$ cat src/rtl/cfp_pkg.sv
`timescale 1ns / 1ps
`default_nettype none

package cfp_pkg;

    localparam int DIM_W  = 13;
    localparam int POS_W  = 12;
    localparam int ROWB_W = 15;
    localparam int OFFS_W = 26;

    localparam logic [2:0] REG_SOURCE_WIDTH  = 3'd0;
    localparam logic [2:0] REG_SOURCE_HEIGHT = 3'd1;
    localparam logic [2:0] REG_WINDOW_LEFT   = 3'd2;
    localparam logic [2:0] REG_WINDOW_TOP    = 3'd3;
    localparam logic [2:0] REG_WINDOW_WIDTH  = 3'd4;
    localparam logic [2:0] REG_WINDOW_HEIGHT = 3'd5;
    localparam logic [2:0] REG_PIXEL_FORMAT  = 3'd6;
    localparam logic [2:0] REG_ORIGINAL_SIZE = 3'd7;

    localparam logic FMT_RGB565 = 1'b1;

    // floor(c*255/31) and floor(c*255/63) as c * K >> 20, exact over the input range
    localparam logic [23:0] EXP5_MUL = 24'd8625630;
    localparam logic [22:0] EXP6_MUL = 23'd4244475;

    typedef struct packed {
        logic              ok;
        logic              fmt;
        logic [POS_W-1:0]  x0;
        logic [POS_W-1:0]  y0;
        logic [DIM_W-1:0]  w;
        logic [DIM_W-1:0]  h;
        logic [ROWB_W-1:0] rowbytes;
    } win_t;

    typedef struct packed {
        logic [POS_W-1:0] dx;
        logic [DIM_W-1:0] dy;
        logic [7:0]       blue;
        logic [7:0]       green;
        logic [7:0]       red;
    } pix_t;

    function automatic logic [7:0] expand5(input logic [4:0] c);
        logic [28:0] p;
        p = 29'(c) * 29'(EXP5_MUL);
        return p[27:20];
    endfunction

    function automatic logic [7:0] expand6(input logic [5:0] c);
        logic [28:0] p;
        p = 29'(c) * 29'(EXP6_MUL);
        return p[27:20];
    endfunction

endpackage

`default_nettype wire

$ cat src/rtl/cfp_cfg.sv
`timescale 1ns / 1ps
`default_nettype none

module cfp_cfg
    import cfp_pkg::*;
#(
    parameter int MAX_DIMENSION = 4096
) (
    input  wire         aclk,
    input  wire         aresetn,
    input  wire         psel,
    input  wire         penable,
    input  wire         pwrite,
    input  wire  [4:0]  paddr,
    input  wire  [31:0] pwdata,
    output logic [31:0] prdata,
    output logic        pready,
    output win_t        win,
    output logic        settle
);

    logic [DIM_W-1:0] src_w_reg, src_h_reg, win_w_reg, win_h_reg;
    logic [POS_W-1:0] left_reg, top_reg;
    logic             fmt_reg, orig_reg;
    logic             settle_reg;
    win_t             win_reg, win_next;
    logic             wr;
    logic [2:0]       idx;

    logic [DIM_W-1:0]  sw, sh, ww, wh, w_req, h_req, rem_w, rem_h, w_cl, h_cl;
    logic [POS_W-1:0]  x0, y0;
    logic [ROWB_W-1:0] rb_sum;

    function automatic logic [DIM_W-1:0] sat_dim(input logic [DIM_W-1:0] v);
        return (32'(v) > 32'(MAX_DIMENSION)) ? DIM_W'(MAX_DIMENSION) : v;
    endfunction

    assign pready = 1'b1;
    assign wr     = psel && penable && pwrite && pready;
    assign idx    = paddr[4:2];

    always_ff @(posedge aclk) begin
        if (!aresetn) begin
            src_w_reg  <= DIM_W'(720);
            src_h_reg  <= DIM_W'(568);
            left_reg   <= '0;
            top_reg    <= '0;
            win_w_reg  <= '0;
            win_h_reg  <= '0;
            fmt_reg    <= 1'b0;
            orig_reg   <= 1'b0;
            settle_reg <= 1'b1;
        end else begin
            settle_reg <= wr;
            if (wr) begin
                unique case (idx)
                    REG_SOURCE_WIDTH:  src_w_reg <= pwdata[DIM_W-1:0];
                    REG_SOURCE_HEIGHT: src_h_reg <= pwdata[DIM_W-1:0];
                    REG_WINDOW_LEFT:   left_reg  <= pwdata[POS_W-1:0];
                    REG_WINDOW_TOP:    top_reg   <= pwdata[POS_W-1:0];
                    REG_WINDOW_WIDTH:  win_w_reg <= pwdata[DIM_W-1:0];
                    REG_WINDOW_HEIGHT: win_h_reg <= pwdata[DIM_W-1:0];
                    REG_PIXEL_FORMAT:  fmt_reg   <= pwdata[0];
                    REG_ORIGINAL_SIZE: orig_reg  <= pwdata[0];
                endcase
            end
        end
    end

    always_comb begin
        unique case (idx)
            REG_SOURCE_WIDTH:  prdata = 32'(src_w_reg);
            REG_SOURCE_HEIGHT: prdata = 32'(src_h_reg);
            REG_WINDOW_LEFT:   prdata = 32'(left_reg);
            REG_WINDOW_TOP:    prdata = 32'(top_reg);
            REG_WINDOW_WIDTH:  prdata = 32'(win_w_reg);
            REG_WINDOW_HEIGHT: prdata = 32'(win_h_reg);
            REG_PIXEL_FORMAT:  prdata = 32'(fmt_reg);
            REG_ORIGINAL_SIZE: prdata = 32'(orig_reg);
        endcase
    end

    // window geometry, registered; input is held off in the cycle after a write
    always_comb begin
        sw    = sat_dim(src_w_reg);
        sh    = sat_dim(src_h_reg);
        ww    = sat_dim(win_w_reg);
        wh    = sat_dim(win_h_reg);
        x0    = orig_reg ? '0 : left_reg;
        y0    = orig_reg ? '0 : top_reg;
        w_req = (orig_reg || ww == '0) ? sw : ww;
        h_req = (orig_reg || wh == '0) ? sh : wh;
        rem_w = sw - {1'b0, x0};
        rem_h = sh - {1'b0, y0};
        w_cl  = (w_req > rem_w) ? rem_w : w_req;
        h_cl  = (h_req > rem_h) ? rem_h : h_req;
        rb_sum = {2'b00, w_cl} + {1'b0, w_cl, 1'b0} + ROWB_W'(3);

        win_next.ok       = (sw != '0) && (sh != '0) && ({1'b0, x0} < sw) &&
                            ({1'b0, y0} < sh) && (w_cl != '0) && (h_cl != '0);
        win_next.fmt      = fmt_reg;
        win_next.x0       = x0;
        win_next.y0       = y0;
        win_next.w        = w_cl;
        win_next.h        = h_cl;
        win_next.rowbytes = {rb_sum[ROWB_W-1:2], 2'b00};
    end

    always_ff @(posedge aclk) begin
        win_reg <= win_next;
    end

    assign win    = win_reg;
    assign settle = settle_reg;

endmodule

`default_nettype wire

$ cat src/rtl/cfp_front.sv
`timescale 1ns / 1ps
`default_nettype none

module cfp_front
    import cfp_pkg::*;
(
    input  wire               s_valid,
    output logic              s_ready,
    input  wire  [31:0]       s_pixel_word,
    input  wire  [POS_W-1:0]  s_column,
    input  wire  [POS_W-1:0]  s_line,
    input  wire win_t         win,
    input  wire               settle,
    input  wire               q_full,
    output logic              push,
    output pix_t              push_data
);

    logic [POS_W-1:0] dx, ly;
    logic             keep;

    always_comb begin
        dx   = s_column - win.x0;
        ly   = s_line - win.y0;
        keep = win.ok && (s_column >= win.x0) && ({1'b0, dx} < win.w) &&
               (s_line >= win.y0) && ({1'b0, ly} < win.h);

        push_data.dx = dx;
        push_data.dy = win.h - DIM_W'(1) - {1'b0, ly};
        if (win.fmt == FMT_RGB565) begin
            push_data.red   = expand5(s_pixel_word[15:11]);
            push_data.green = expand6(s_pixel_word[10:5]);
            push_data.blue  = expand5(s_pixel_word[4:0]);
        end else begin
            push_data.red   = s_pixel_word[23:16];
            push_data.green = s_pixel_word[15:8];
            push_data.blue  = s_pixel_word[7:0];
        end
    end

    // out-of-window beats are taken and dropped
    assign s_ready = !q_full && !settle;
    assign push    = s_valid && s_ready && keep;

endmodule

`default_nettype wire

$ cat src/rtl/cfp_queue.sv
`timescale 1ns / 1ps
`default_nettype none

module cfp_queue
    import cfp_pkg::*;
(
    input  wire        aclk,
    input  wire        aresetn,
    input  wire        push,
    input  wire pix_t  push_data,
    input  wire        pop,
    output logic       full,
    output logic       not_empty,
    output pix_t       head
);

    localparam int DEPTH = 2;
    localparam int PTR_W = $clog2(DEPTH);
    localparam int CNT_W = $clog2(DEPTH + 1);

    pix_t             mem_reg [DEPTH];
    logic [PTR_W-1:0] wr_ptr_reg, rd_ptr_reg;
    logic [CNT_W-1:0] count_reg;

    function automatic logic [PTR_W-1:0] ptr_inc(input logic [PTR_W-1:0] p);
        return (p == PTR_W'(DEPTH - 1)) ? '0 : p + PTR_W'(1);
    endfunction

    always_ff @(posedge aclk) begin
        if (!aresetn) begin
            wr_ptr_reg <= '0;
            rd_ptr_reg <= '0;
            count_reg  <= '0;
        end else begin
            if (push) begin
                wr_ptr_reg <= ptr_inc(wr_ptr_reg);
            end
            if (pop) begin
                rd_ptr_reg <= ptr_inc(rd_ptr_reg);
            end
            if (push && !pop) begin
                count_reg <= count_reg + CNT_W'(1);
            end else if (pop && !push) begin
                count_reg <= count_reg - CNT_W'(1);
            end
        end
    end

    always_ff @(posedge aclk) begin
        if (push) begin
            mem_reg[wr_ptr_reg] <= push_data;
        end
    end

    assign full      = (count_reg == CNT_W'(DEPTH));
    assign not_empty = (count_reg != '0);
    assign head      = mem_reg[rd_ptr_reg];

endmodule

`default_nettype wire

$ cat src/rtl/cfp_back.sv
`timescale 1ns / 1ps
`default_nettype none

module cfp_back
    import cfp_pkg::*;
(
    input  wire               aclk,
    input  wire               aresetn,
    input  wire               q_valid,
    input  wire pix_t         head,
    output logic              pop,
    input  wire win_t         win,
    output logic              m_valid,
    input  wire               m_ready,
    output logic [OFFS_W-1:0] m_byte_offset,
    output logic [7:0]        m_blue,
    output logic [7:0]        m_green,
    output logic [7:0]        m_red,
    output logic [DIM_W-1:0]  m_active_width,
    output logic [DIM_W-1:0]  m_active_height
);

    logic              s1_valid_reg, s2_valid_reg;
    logic [OFFS_W-1:0] s1_prod_reg;
    logic [13:0]       s1_dx3_reg;
    logic [7:0]        s1_blue_reg, s1_green_reg, s1_red_reg;
    logic [OFFS_W-1:0] offset_reg;
    logic [7:0]        blue_reg, green_reg, red_reg;
    logic              s2_ready, s1_ready;
    logic [27:0]       prod;

    assign s2_ready = !s2_valid_reg || m_ready;
    assign s1_ready = !s1_valid_reg || s2_ready;
    assign pop      = q_valid && s1_ready;
    assign prod     = 28'(head.dy) * 28'(win.rowbytes);

    always_ff @(posedge aclk) begin
        if (!aresetn) begin
            s1_valid_reg <= 1'b0;
            s2_valid_reg <= 1'b0;
        end else begin
            if (s1_ready) begin
                s1_valid_reg <= q_valid;
            end
            if (s2_ready) begin
                s2_valid_reg <= s1_valid_reg;
            end
        end
    end

    always_ff @(posedge aclk) begin
        if (pop) begin
            s1_prod_reg  <= prod[OFFS_W-1:0];
            s1_dx3_reg   <= {2'b00, head.dx} + {1'b0, head.dx, 1'b0};
            s1_blue_reg  <= head.blue;
            s1_green_reg <= head.green;
            s1_red_reg   <= head.red;
        end
        if (s2_ready && s1_valid_reg) begin
            offset_reg <= s1_prod_reg + OFFS_W'(s1_dx3_reg);
            blue_reg   <= s1_blue_reg;
            green_reg  <= s1_green_reg;
            red_reg    <= s1_red_reg;
        end
    end

    assign m_valid         = s2_valid_reg;
    assign m_byte_offset   = offset_reg;
    assign m_blue          = blue_reg;
    assign m_green         = green_reg;
    assign m_red           = red_reg;
    assign m_active_width  = win.w;
    assign m_active_height = win.h;

endmodule

`default_nettype wire

$ cat src/rtl/crop_flip_rgb_to_bgr24_packer.sv
`timescale 1ns / 1ps
`default_nettype none

// Crops a pixel stream to a window, flips it bottom-up and packs it as 24-bit
// BGR with rows padded to 4 bytes. One beat is taken per clock, sustained,
// unless a result stall fills the queue or a register write settles; each
// beat is one pixel with its column and line, as xRGB or RGB565 per the
// format register. A pixel in the window passes the queue entry (written as
// it is taken), the multiply stage and the add/output stage to one result
// beat: blue byte offset, BGR bytes and effective window size. Pixels outside
// the window, or an empty window, are taken and give no result. The dy*rowbytes
// multiply has a stage of its own. The queue full flag is from a registered
// count, so input resumes in the cycle after a full queue drains an entry.
// Input is held off in the cycle after reset and after each register write
// while the geometry is recomputed. Registers sit at byte address 4*index;
// the user must write them only while the block is idle; nothing enforces it.
module crop_flip_rgb_to_bgr24_packer
    import cfp_pkg::*;
#(
    parameter int MAX_DIMENSION = 4096
) (
    input  wire               aclk,
    input  wire               aresetn,
    input  wire               psel,
    input  wire               penable,
    input  wire               pwrite,
    input  wire  [4:0]        paddr,
    input  wire  [31:0]       pwdata,
    output logic [31:0]       prdata,
    output logic              pready,
    input  wire               s_valid,
    output logic              s_ready,
    input  wire  [31:0]       s_pixel_word,
    input  wire  [POS_W-1:0]  s_column,
    input  wire  [POS_W-1:0]  s_line,
    output logic              m_valid,
    input  wire               m_ready,
    output logic [OFFS_W-1:0] m_byte_offset,
    output logic [7:0]        m_blue,
    output logic [7:0]        m_green,
    output logic [7:0]        m_red,
    output logic [DIM_W-1:0]  m_active_width,
    output logic [DIM_W-1:0]  m_active_height
);

    win_t win;
    logic settle, q_full, q_valid, push, pop;
    pix_t push_data, head;

    cfp_cfg #(
        .MAX_DIMENSION(MAX_DIMENSION)
    ) u_cfg (
        .aclk    (aclk),
        .aresetn (aresetn),
        .psel    (psel),
        .penable (penable),
        .pwrite  (pwrite),
        .paddr   (paddr),
        .pwdata  (pwdata),
        .prdata  (prdata),
        .pready  (pready),
        .win     (win),
        .settle  (settle)
    );

    cfp_front u_front (
        .s_valid      (s_valid),
        .s_ready      (s_ready),
        .s_pixel_word (s_pixel_word),
        .s_column     (s_column),
        .s_line       (s_line),
        .win          (win),
        .settle       (settle),
        .q_full       (q_full),
        .push         (push),
        .push_data    (push_data)
    );

    cfp_queue u_queue (
        .aclk      (aclk),
        .aresetn   (aresetn),
        .push      (push),
        .push_data (push_data),
        .pop       (pop),
        .full      (q_full),
        .not_empty (q_valid),
        .head      (head)
    );

    cfp_back u_back (
        .aclk            (aclk),
        .aresetn         (aresetn),
        .q_valid         (q_valid),
        .head            (head),
        .pop             (pop),
        .win             (win),
        .m_valid         (m_valid),
        .m_ready         (m_ready),
        .m_byte_offset   (m_byte_offset),
        .m_blue          (m_blue),
        .m_green         (m_green),
        .m_red           (m_red),
        .m_active_width  (m_active_width),
        .m_active_height (m_active_height)
    );

endmodule

`default_nettype wire

$ cat config.mk
export PLATFORM = sky130hd
export DESIGN_NAME = crop_flip_rgb_to_bgr24_packer
export DESIGN_NICKNAME = d
export VERILOG_FILES = /design/src/rtl/cfp_pkg.sv /design/src/rtl/cfp_cfg.sv /design/src/rtl/cfp_front.sv /design/src/rtl/cfp_queue.sv /design/src/rtl/cfp_back.sv /design/src/rtl/crop_flip_rgb_to_bgr24_packer.sv
export SDC_FILE = /design/constraint.sdc
export NUM_CORES = 1
export LEC_CHECK = 0
export BUFFER_PORTS_ARGS = -buffer_cell sky130_fd_sc_hd__buf_2
export CAP_MARGIN = 20
export CORE_ASPECT_RATIO = 0.7
export CORE_MARGIN = 1
export CORE_UTILIZATION = 50
export CTS_BUF_LIST = sky130_fd_sc_hd__clkbuf_2
export DETAILED_ROUTE_END_ITERATION = 8
export GPL_TIMING_DRIVEN = 0
export PLACE_DENSITY = 0.79
export SETUP_SLACK_MARGIN = 0.15
export SLEW_MARGIN = 20
export SYNTH_ARGS = -nofsm -noshare
export SYNTH_HDL_FRONTEND = slang
export SYNTH_SLANG_ARGS = --single-unit
$ cat constraint.sdc
create_clock -name aclk -period 26.6 [get_ports aclk]
set_clock_uncertainty 0.05 [all_clocks]
set_input_delay 6.65 -clock aclk [delete_from_list [all_inputs] [get_ports aclk]]
set_output_delay 6.65 -clock aclk [all_outputs]
set_load 0.05 [all_outputs]
After elaboration in Yosys (flattened, before gate mapping)
Memory sizes are Yosys's and may differ from the RTL's. A register that Yosys moved wholly into a read port is not among the register bits. Cells that the tools add are included.

$add $sub $neg: 14. Multipliers: 4. Divide/modulo/power cells: 0. $lt $le $gt $ge: 12. Equality and inequality tests: 8. Shifts and indexed selects: 0. Mux-type cells: 20. Bitwise logic cells: 0. Reductions and logical operators: 45.

Operators by type and width (number): $pmux W32 S8 (1); $mux W13 (8); $mul A5 B23 Y27 const B (2); $gt A13 B13 Y1 const B (4); $lt A12 B13 Y1 (4); $reduce_bool A13 Y1 (4); $sub A13 B12 Y13 (3); $mul A6 B23 Y28 const B (1); $add A26 B14 Y26 (1); $gt A13 B13 Y1 (2); $logic_not A13 Y1 (2); $ge A12 B12 Y1 (2); $mul A13 B13 Y24 (1); $mux W12 (2); $mux W24 (1); $sub A12 B12 Y12 (2); $logic_and A1 B1 Y1 (18); $reduce_and A2 Y1 (8); $add A13 B14 Y15 (1); $add A15 B2 Y15 const B (1); $add A12 B13 Y14 (1); $sub A13 B1 Y13 const B (1); $eq A3 B3 Y1 const B (4); $eq A3 B2 Y1 const B (2); 11 further kinds (27).

Bits in registers: 264. Latch bits: 0. Bits in writable memories: 98. Bits in read-only memories: 0. Bits of input ports: 100. Output and inout port bits: 111. Word-level logic and storage cells: 134. Memories kept: 1.

Memory list: u_queue.mem_reg (depth 2, width 49, rd ports 1, clocked after memory_dff 1, write ports 1, line cfp_queue.sv:21) `pix_t mem_reg [DEPTH];`.

Longest topological paths before layout
Gate-level depths: netlist of run 1.

Depth after elaboration: 10. Depth in mapped cells: 32. Mapped depth without buffers: 29.

Modules after synthesis
A second synthesis of run 1 with hierarchy kept.

Cells, all modules: 3228. Area, all modules: 30814.6 µm².

By module, submodules not included: cfp_back (times used 1, cells an instance 1095, area each 11474.8 µm², seq. area each 3463.3 µm²); cfp_cfg (times used 1, cells an instance 1137, area each 9117.5 µm², seq. area each 2882.8 µm²); cfp_front (times used 1, cells an instance 822, area each 6468.7 µm², seq. area each 0.0 µm²); cfp_queue (times used 1, cells an instance 174, area each 3753.6 µm², seq. area each 3042.9 µm²).

Least setup slack after synthesis of run 1
No wires, ideal clock.

Path kind: input-to-output. Start: input paddr[4]. End: output prdata[11]. Arrival time: 8.433 ns. Data required time: 19.900 ns. Path slack: 11.467 ns. Stages: 5. Cells stage by stage: buf_1 -> clkbuf_1 -> clkbuf_1 -> a22oi_1 -> o22ai_1.

Word-level cells in the longest chain between the ends: 2. Elaborated cells between the ends (all ways): 9. Classes of those cells: 7 x eq/ne; 1 x mux; 1 x reduce/logical.

Ends and longest elaborated chain: start: declaration (line crop_flip_rgb_to_bgr24_packer.sv:27) `input wire [4:0] paddr,`; $eq A3 B3 Y1, or another cell as far along (line cfp_cfg.sv:71) `unique case (idx)`; $pmux W32 S8 * (line cfp_cfg.sv:71); end: declaration (line crop_flip_rgb_to_bgr24_packer.sv:29) `output logic [31:0] prdata,`.

Every way passes the cells marked *; elsewhere a longest branch is shown, timed or not. The select of a mux whose other input is x is not followed.

Final worst setup path of run 1
Ends and elaborated chain as after synthesis.

==> results of run 1 <==
## critical path, cell delays in order
cell	delay (ns)
buf_2	0.11
buf_1	0.38
clkbuf_1	0.44
clkbuf_1	0.42
a22oi_1	0.13
o22ai_1	0.29
buf_2	0.33
## synth_stat cells, types with 8 or more instances
cell and count:
inv_1 384, ha_1 333, nand2_1 317, edfxtp_1 210, nor2_1 180, fa_1 176, a21oi_1 155, dfxtp_1 151
xnor2_1 96, clkbuf_1 72, mux2_2 65, nor2b_1 62, and2_1 61, o21ai_0 61, buf_4 47, nand3_1 45
mux2i_1 43, xor2_1 37, nor3_1 35, a21o_1 33, nand2b_1 19, a211oi_1 17, a22oi_1 17, nand4_1 17
a31o_2 16, o21a_1 16, and3_1 15, o21bai_1 15, a31oi_1 13, nor4_1 13, o22ai_1 12, o211ai_1 10
or2_2 10, or3_1 9, a21boi_0 8, a22o_1 8, buf_1 8, o31ai_1 8
## per-layer routing
metal	up-vias	GRT usage (%)	share of wire, %
met5	-	0	0
met3	91	7.05	10
met4	0	5.28	1.5
li1	10400	-	-
met1	10300	37.1	47
met2	878	36.7	42
## layout make-up
cell class / count / area [sq um] / area share [%]
multi-input combinational: 2038 / 17000 / 54.3
tap: 740 / 926 / 2.96
antenna: 6 / 15.0 / 0.0480
timing repair buffer: 172 / 928 / 2.97
buffer: 132 / 699 / 2.24
inverter: 386 / 1450 / 4.64
clock buffer: 128 / 641 / 2.05
sequential: 361 / 9330 / 29.8
clock inverter: 32 / 297 / 0.948
## worst max-delay path by stage
stage	endpoint	slack, ns	cells after the start	start
floorplan	prdata[11]	11.47	5	paddr[4]
global placement	u_queue.mem_reg[0][46]	7.50	18	s_column[0]
detailed placement	prdata[9]	11.21	7	paddr[4]
CTS	prdata[9]	11.21	7	paddr[4]
global route	prdata[11]	11.02	7	paddr[4]
finish	prdata[11]	11.15	7	paddr[4]
## stage by stage
stage / utilization (%) / instances / worst slack [ns] / hold WS [ns]
2_1_floorplan: - / 2917 / 11.47 / 0.290
3_3_place_gp: 54.2 / 3817 / 7.50 / 0.336
3_5_place_dp: 54.5 / 3829 / 11.21 / 0.334
4_1_cts: 56.2 / 3989 / 11.21 / 0.332
5_1_grt: 56.2 / 3995 / 11.02 / 0.329
6_report: 56.2 / 3995 / 11.15 / 0.336
## placed cells by master, fill, tap and decap left out, drive strengths merged, types with 16 or more instances in the layout
| cell type | n |
|---|---|
| nand4 | 17 |
| nand2 | 317 |
| a21oi | 155 |
| nand2b | 19 |
| a21o | 36 |
| nor3 | 35 |
| fa | 176 |
| and2 | 62 |
| buf | 230 |
| clkinv | 25 |
| xor2 | 37 |
| o21a | 16 |
| nand3 | 45 |
| inv | 385 |
| nor2b | 62 |
| dfxtp | 151 |
| clkbuf | 202 |
| mux2i | 43 |
| edfxtp | 210 |
| a31o | 16 |
| a22oi | 18 |
| o21ai | 61 |
| ha | 333 |
| xnor2 | 96 |
| a211oi | 17 |
| mux2 | 65 |
| conb | 20 |
| nor2 | 180 |
## logic make-up (layout without fill, tap and decap cells)
family / after synthesis / after routing / synth area share [%]
buf+inv: 518 / 850 / 7.57
mux: 111 / 111 / 4.33
simple gates: 810 / 810 / 13.4
xor+xnor: 134 / 134 / 4.18
other cells: 2 / 26 / 0.0265
compound gates: 452 / 452 / 10.5
flops: 361 / 361 / 32.9
fa+ha+maj: 511 / 511 / 27.2
==> flow_summary.ini, run 1 <==
[floorplanning]
start_util_pct = 51.0
die_w_microns = 287
rows = 72
dieArea_sq_mm = 0.0578
core_sq_mm = 0.0557
die_y_microns = 201
io_pins = 211

[critical_path]
cp_max_fo = 10
reg2reg_from = u_cfg.orig_reg
rrSetupSlack_ns = 18.26
critPathArrivalTime_ns = 8.75
r2r_cells = 29
timing.rr.end = u_cfg.win[12]
cp-start-kind = input pin
crit_type = in -> out
crit_required_ns = 19.90
setup.worst_path.end_class = output pin

[clock_tree]
tritoncts = done
tritoncts.num_buffers = 87
clock_path_buffers = 3
ctsHoldBuffers = 0
clk_pin_slew_worst_paths_ns = 0.08
post_cts_resized = 0
cts_max_level = 3
clk_latency_ns = 1.16
root_buffer = clkbuf_2
clock_sinks = 361
postCtsSetupBuffers = 0

[route]
wl_per_cell_microns = 18.0
vias_per_cell = 5.43
num_vias = 21700
first_pass_iters = 5
wl_microns = 71900
drtIter0Drc = 1667
drc = 0
postRouteAntennaNets = 0

[logic_synthesis]
synth_edf_count = 210
synth.area.top_cells = edfxtp_1, ha_1, fa_1
synth-seq-cells = 361
syn_inst = 2899
synth_area_sq_mm = 0.0284
synth.distinct_cells = 82
ys.flop_type = edfxtp_1
ys_seq_area_share_pct = 32.9
yosysTopAreaCell = edfxtp_1
synth_area_per_cell_sq_um = 9.79
synth_top_area_share_pct = 22.2
yosysWarnings = 0
async_flop_share_pct = 0

[finish]
drive_gt1_share_pct = 14.8
area_growth_syn_to_layout_pct = 10.2
fill_cells = 4882
fin_area_sq_mm = 0.0313
nets = 3787
largest_reg_flops = 98

[outcome]
status = complete, no violations

[run]
drv_cap = 0

[worst_hold_path]
hold_depth = 0
hold_class = reg -> reg
hold_start = u_cfg.fmt_reg
holdPathEnd = u_cfg.win[65]

[placement]
place_congestion = 0.979
portBuffers = 160
placed_area_sq_mm = 0.0303
hpwl_microns = 57900

[grt]
grt.overflow.total = 0
antenna_found_initial = 3
grt_pass1_wl_microns = 114000
track_usage_pct = 25.2
grt_max_degree = 57
grt_pass1_vias = 21000

[timing]
max_freq_mhz = 64.7
setup_tns_ns = 0
period_needed_ns = 15.45
maxSlewHeadroom_pct = 39.9
rsz0062_at_grt = false
slew_violations = 0
fin_crit_sh_pct = 58.1
tightest_slew_ns = 0.902
setup_viol = 0
hold_viol = 0
Power of run 1 is not shown: default switching activity piles up to over one toggle a cycle in this logic, so the estimate is an artifact.
==> inputs of run 2 (changes only) <==
--- a/config.mk
+++ b/config.mk
@@ -5,6 +5,7 @@
 export SDC_FILE = /design/constraint.sdc
 export NUM_CORES = 1
 export LEC_CHECK = 0
+export ABC_AREA = 1
 export BUFFER_PORTS_ARGS = -buffer_cell sky130_fd_sc_hd__buf_2
 export CAP_MARGIN = 20
 export CORE_ASPECT_RATIO = 0.7
@@ -13,7 +14,7 @@
 export CTS_BUF_LIST = sky130_fd_sc_hd__clkbuf_2
 export DETAILED_ROUTE_END_ITERATION = 8
 export GPL_TIMING_DRIVEN = 0
-export PLACE_DENSITY = 0.79
+export PLACE_DENSITY = 0.82
 export SETUP_SLACK_MARGIN = 0.15
 export SLEW_MARGIN = 20
 export SYNTH_ARGS = -nofsm -noshare
==> constraint.sdc (replaced) <==
create_clock -name aclk -period 13.9 [get_ports aclk]
set_clock_uncertainty 0.05 [all_clocks]
set_input_delay 3.475 -clock aclk [delete_from_list [all_inputs] [get_ports aclk]]
set_output_delay 3.475 -clock aclk [all_outputs]
set_load 0.05 [all_outputs]
==> flow_summary.ini, run 2 <==
[outcome]
status = complete, no violations

[route]
num_vias = 24400
drtIter0Drc = 2428
first_pass_iters = 6
vias_per_cell = 5.39
postRouteAntennaNets = 0
drc = 0
wl_microns = 78500
wl_per_cell_microns = 17.3

[placement]
portBuffers = 160
dp_slack_ns = 5.08
hpwl_microns = 63900
placed_area_sq_mm = 0.0310
place_congestion = 1.01

[floorplanning]
rows = 73
core_sq_mm = 0.0570
dieArea_sq_mm = 0.0590
io_pins = 211
die_y_microns = 204
die_w_microns = 290
start_util_pct = 50.9

[logic_synthesis]
async_flop_share_pct = 0
synth.area.top_cells = edfxtp_1, ha_1, fa_1
synth_top_cells_by_count = nand2_1, inv_1, ha_1, nor2_1, a21oi_1
ys_seq_area_share_pct = 32.2
yosysWarnings = 0
ys.flop_type = edfxtp_1
synth_top_area_share_pct = 21.7
synth.distinct_cells = 60
yosysMostFrequentCell = nand2_1
syn_inst = 3437
synth_area_sq_mm = 0.0290
synth-seq-cells = 361
yosysTopAreaCell = edfxtp_1
synth_edf_count = 210
synth_area_per_cell_sq_um = 8.44

[critical_path]
setup.worst_path.end_class = output pin
critPathArrivalTime_ns = 5.53
cp_top_family = buffers and inverters
crit_slowest_cell = nor3_1
cp_max_fo = 10
worst-path-buf-inv = 5
crit_chain = buf_2, inv_1, nor3_1, inv_1, clkbuf_1, o22ai_1, a21oi_1, o2111ai_1, buf_2
crit_required_ns = 10.38
critical-path-max-stage-delay_ns = 0.50
crit_type = in -> out
cp-start-kind = input pin
rrSetupSlack_ns = 7.02

[grt]
grt_pass1_vias = 23300
grt_max_degree = 58
grt_pass1_wl_microns = 124000
grt.overflow.total = 0
antenna_found_initial = 7
track_usage_pct = 26.7

[clock_tree]
tritoncts.num_buffers = 86
clk_pin_slew_worst_paths_ns = 0.10
clock_path_buffers = 3
tritoncts = done
root_buffer = clkbuf_2
ctsHoldBuffers = 0
clock_sinks = 361
clk_latency_ns = 1.15
post_cts_resized = 0
postCtsSetupBuffers = 0
cts_max_level = 3

[finish]
finish.utilization_pct = 55.9
largest_reg_flops = 98
final_cell_mix = nand2_1, inv_1, ha_1, nor2_1, a21oi_1
drive_gt1_share_pct = 11.6
fin_area_sq_mm = 0.0318
area_growth_syn_to_layout_pct = 9.79
layout_commonest_cell = nand2_1
nets = 4319
fill_cells = 5096

[timing]
period_needed_ns = 9.05
tightest_slew_ns = 0.800
maxSlewHeadroom_pct = 46.3
fin_ws_ns = 4.85
slew_violations = 0
rsz0062_at_grt = false
setup_viol = 0
setup_tns_ns = 0
max_freq_mhz = 110
fin_crit_sh_pct = 65.1
hold_viol = 0

[run]
drv_cap = 0

[worst_hold_path]
hold_class = reg -> reg
==> run 2: cell count changes after synthesis, sizes merged, moves of 25 or more <==
cell	delta
a21oi	+88
nor2	+107
mux2i	-43
clkbuf	-25
inv	+201
nor2b	-62
mux2	-65
nand2	+359
xnor2	-62
nand4	+25
xor2	+43
o21ai	+133
and2	-61
nand3	+59
==> run 2: logic make-up (layout without fill, tap and decap cells) <==
kind of cell	after synthesis	in the layout	synth area share (%)
AO/OA/AOI/OAI	562	562	11.0
XOR/XNOR	114	114	3.44
adder cells (fa/ha/maj)	509	509	26.5
buffers and inverters	703	1019	9.76
flip-flops	361	361	32.2
other	2	26	0.0259
AND/OR/NAND/NOR	1186	1186	17.1
==> run 2: worst reg2reg max path, delay by kind of cell (launching register included) <==
family,cells,cell delay (ns)
and+or+nand+nor,5,1.02
buffers and inverters,6,1.47
DFF,1,0.40
xor gates and xnor gates,1,0.15
adders and majority gates,6,2.96
AOI/OAI and AO/OA,2,0.58
==> run 2: worst paths after layout <==
check | from | endpoint | depth (start not counted)
worst max register to register | register | u_back.s1_prod_reg[25] | 20
worst max-delay path | paddr[2] | prdata[1] | 9
worst min register to register | u_cfg.fmt_reg | u_cfg.win[65] | 0
worst min-delay path | u_cfg.fmt_reg | u_cfg.win[65] | 0
==> run 2: layout make-up <==
class | count | area [sq um] | area share [%]
antenna | 6 | 15.0 | 0.0471
buffer | 108 | 598 | 1.88
clock buffer | 121 | 606 | 1.90
clock inverter | 28 | 211 | 0.664
inverter | 595 | 2240 | 7.02
multi-input combinational | 2391 | 16900 | 53.2
sequential | 361 | 9330 | 29.3
tap | 750 | 938 | 2.95
timing repair buffer | 167 | 973 | 3.06
==> run 2: per-stage QoR <==
step,hold slack (ns),instances
after floorplan,0.301,3455
after global placement,0.351,4365
after detailed placement,0.355,4372
after CTS,0.248,4521
after global routing,0.272,4526
final,0.276,4527
==> run 2: routing by layer <==
metal  GRT usage [%]  routed length [microns]
met3            6.69                     8600
met4            7.03                     1630
met2            39.8                    32700
met1            38.4                    35600
met5               0                        9
Power of run 2 is left out for the same reason.
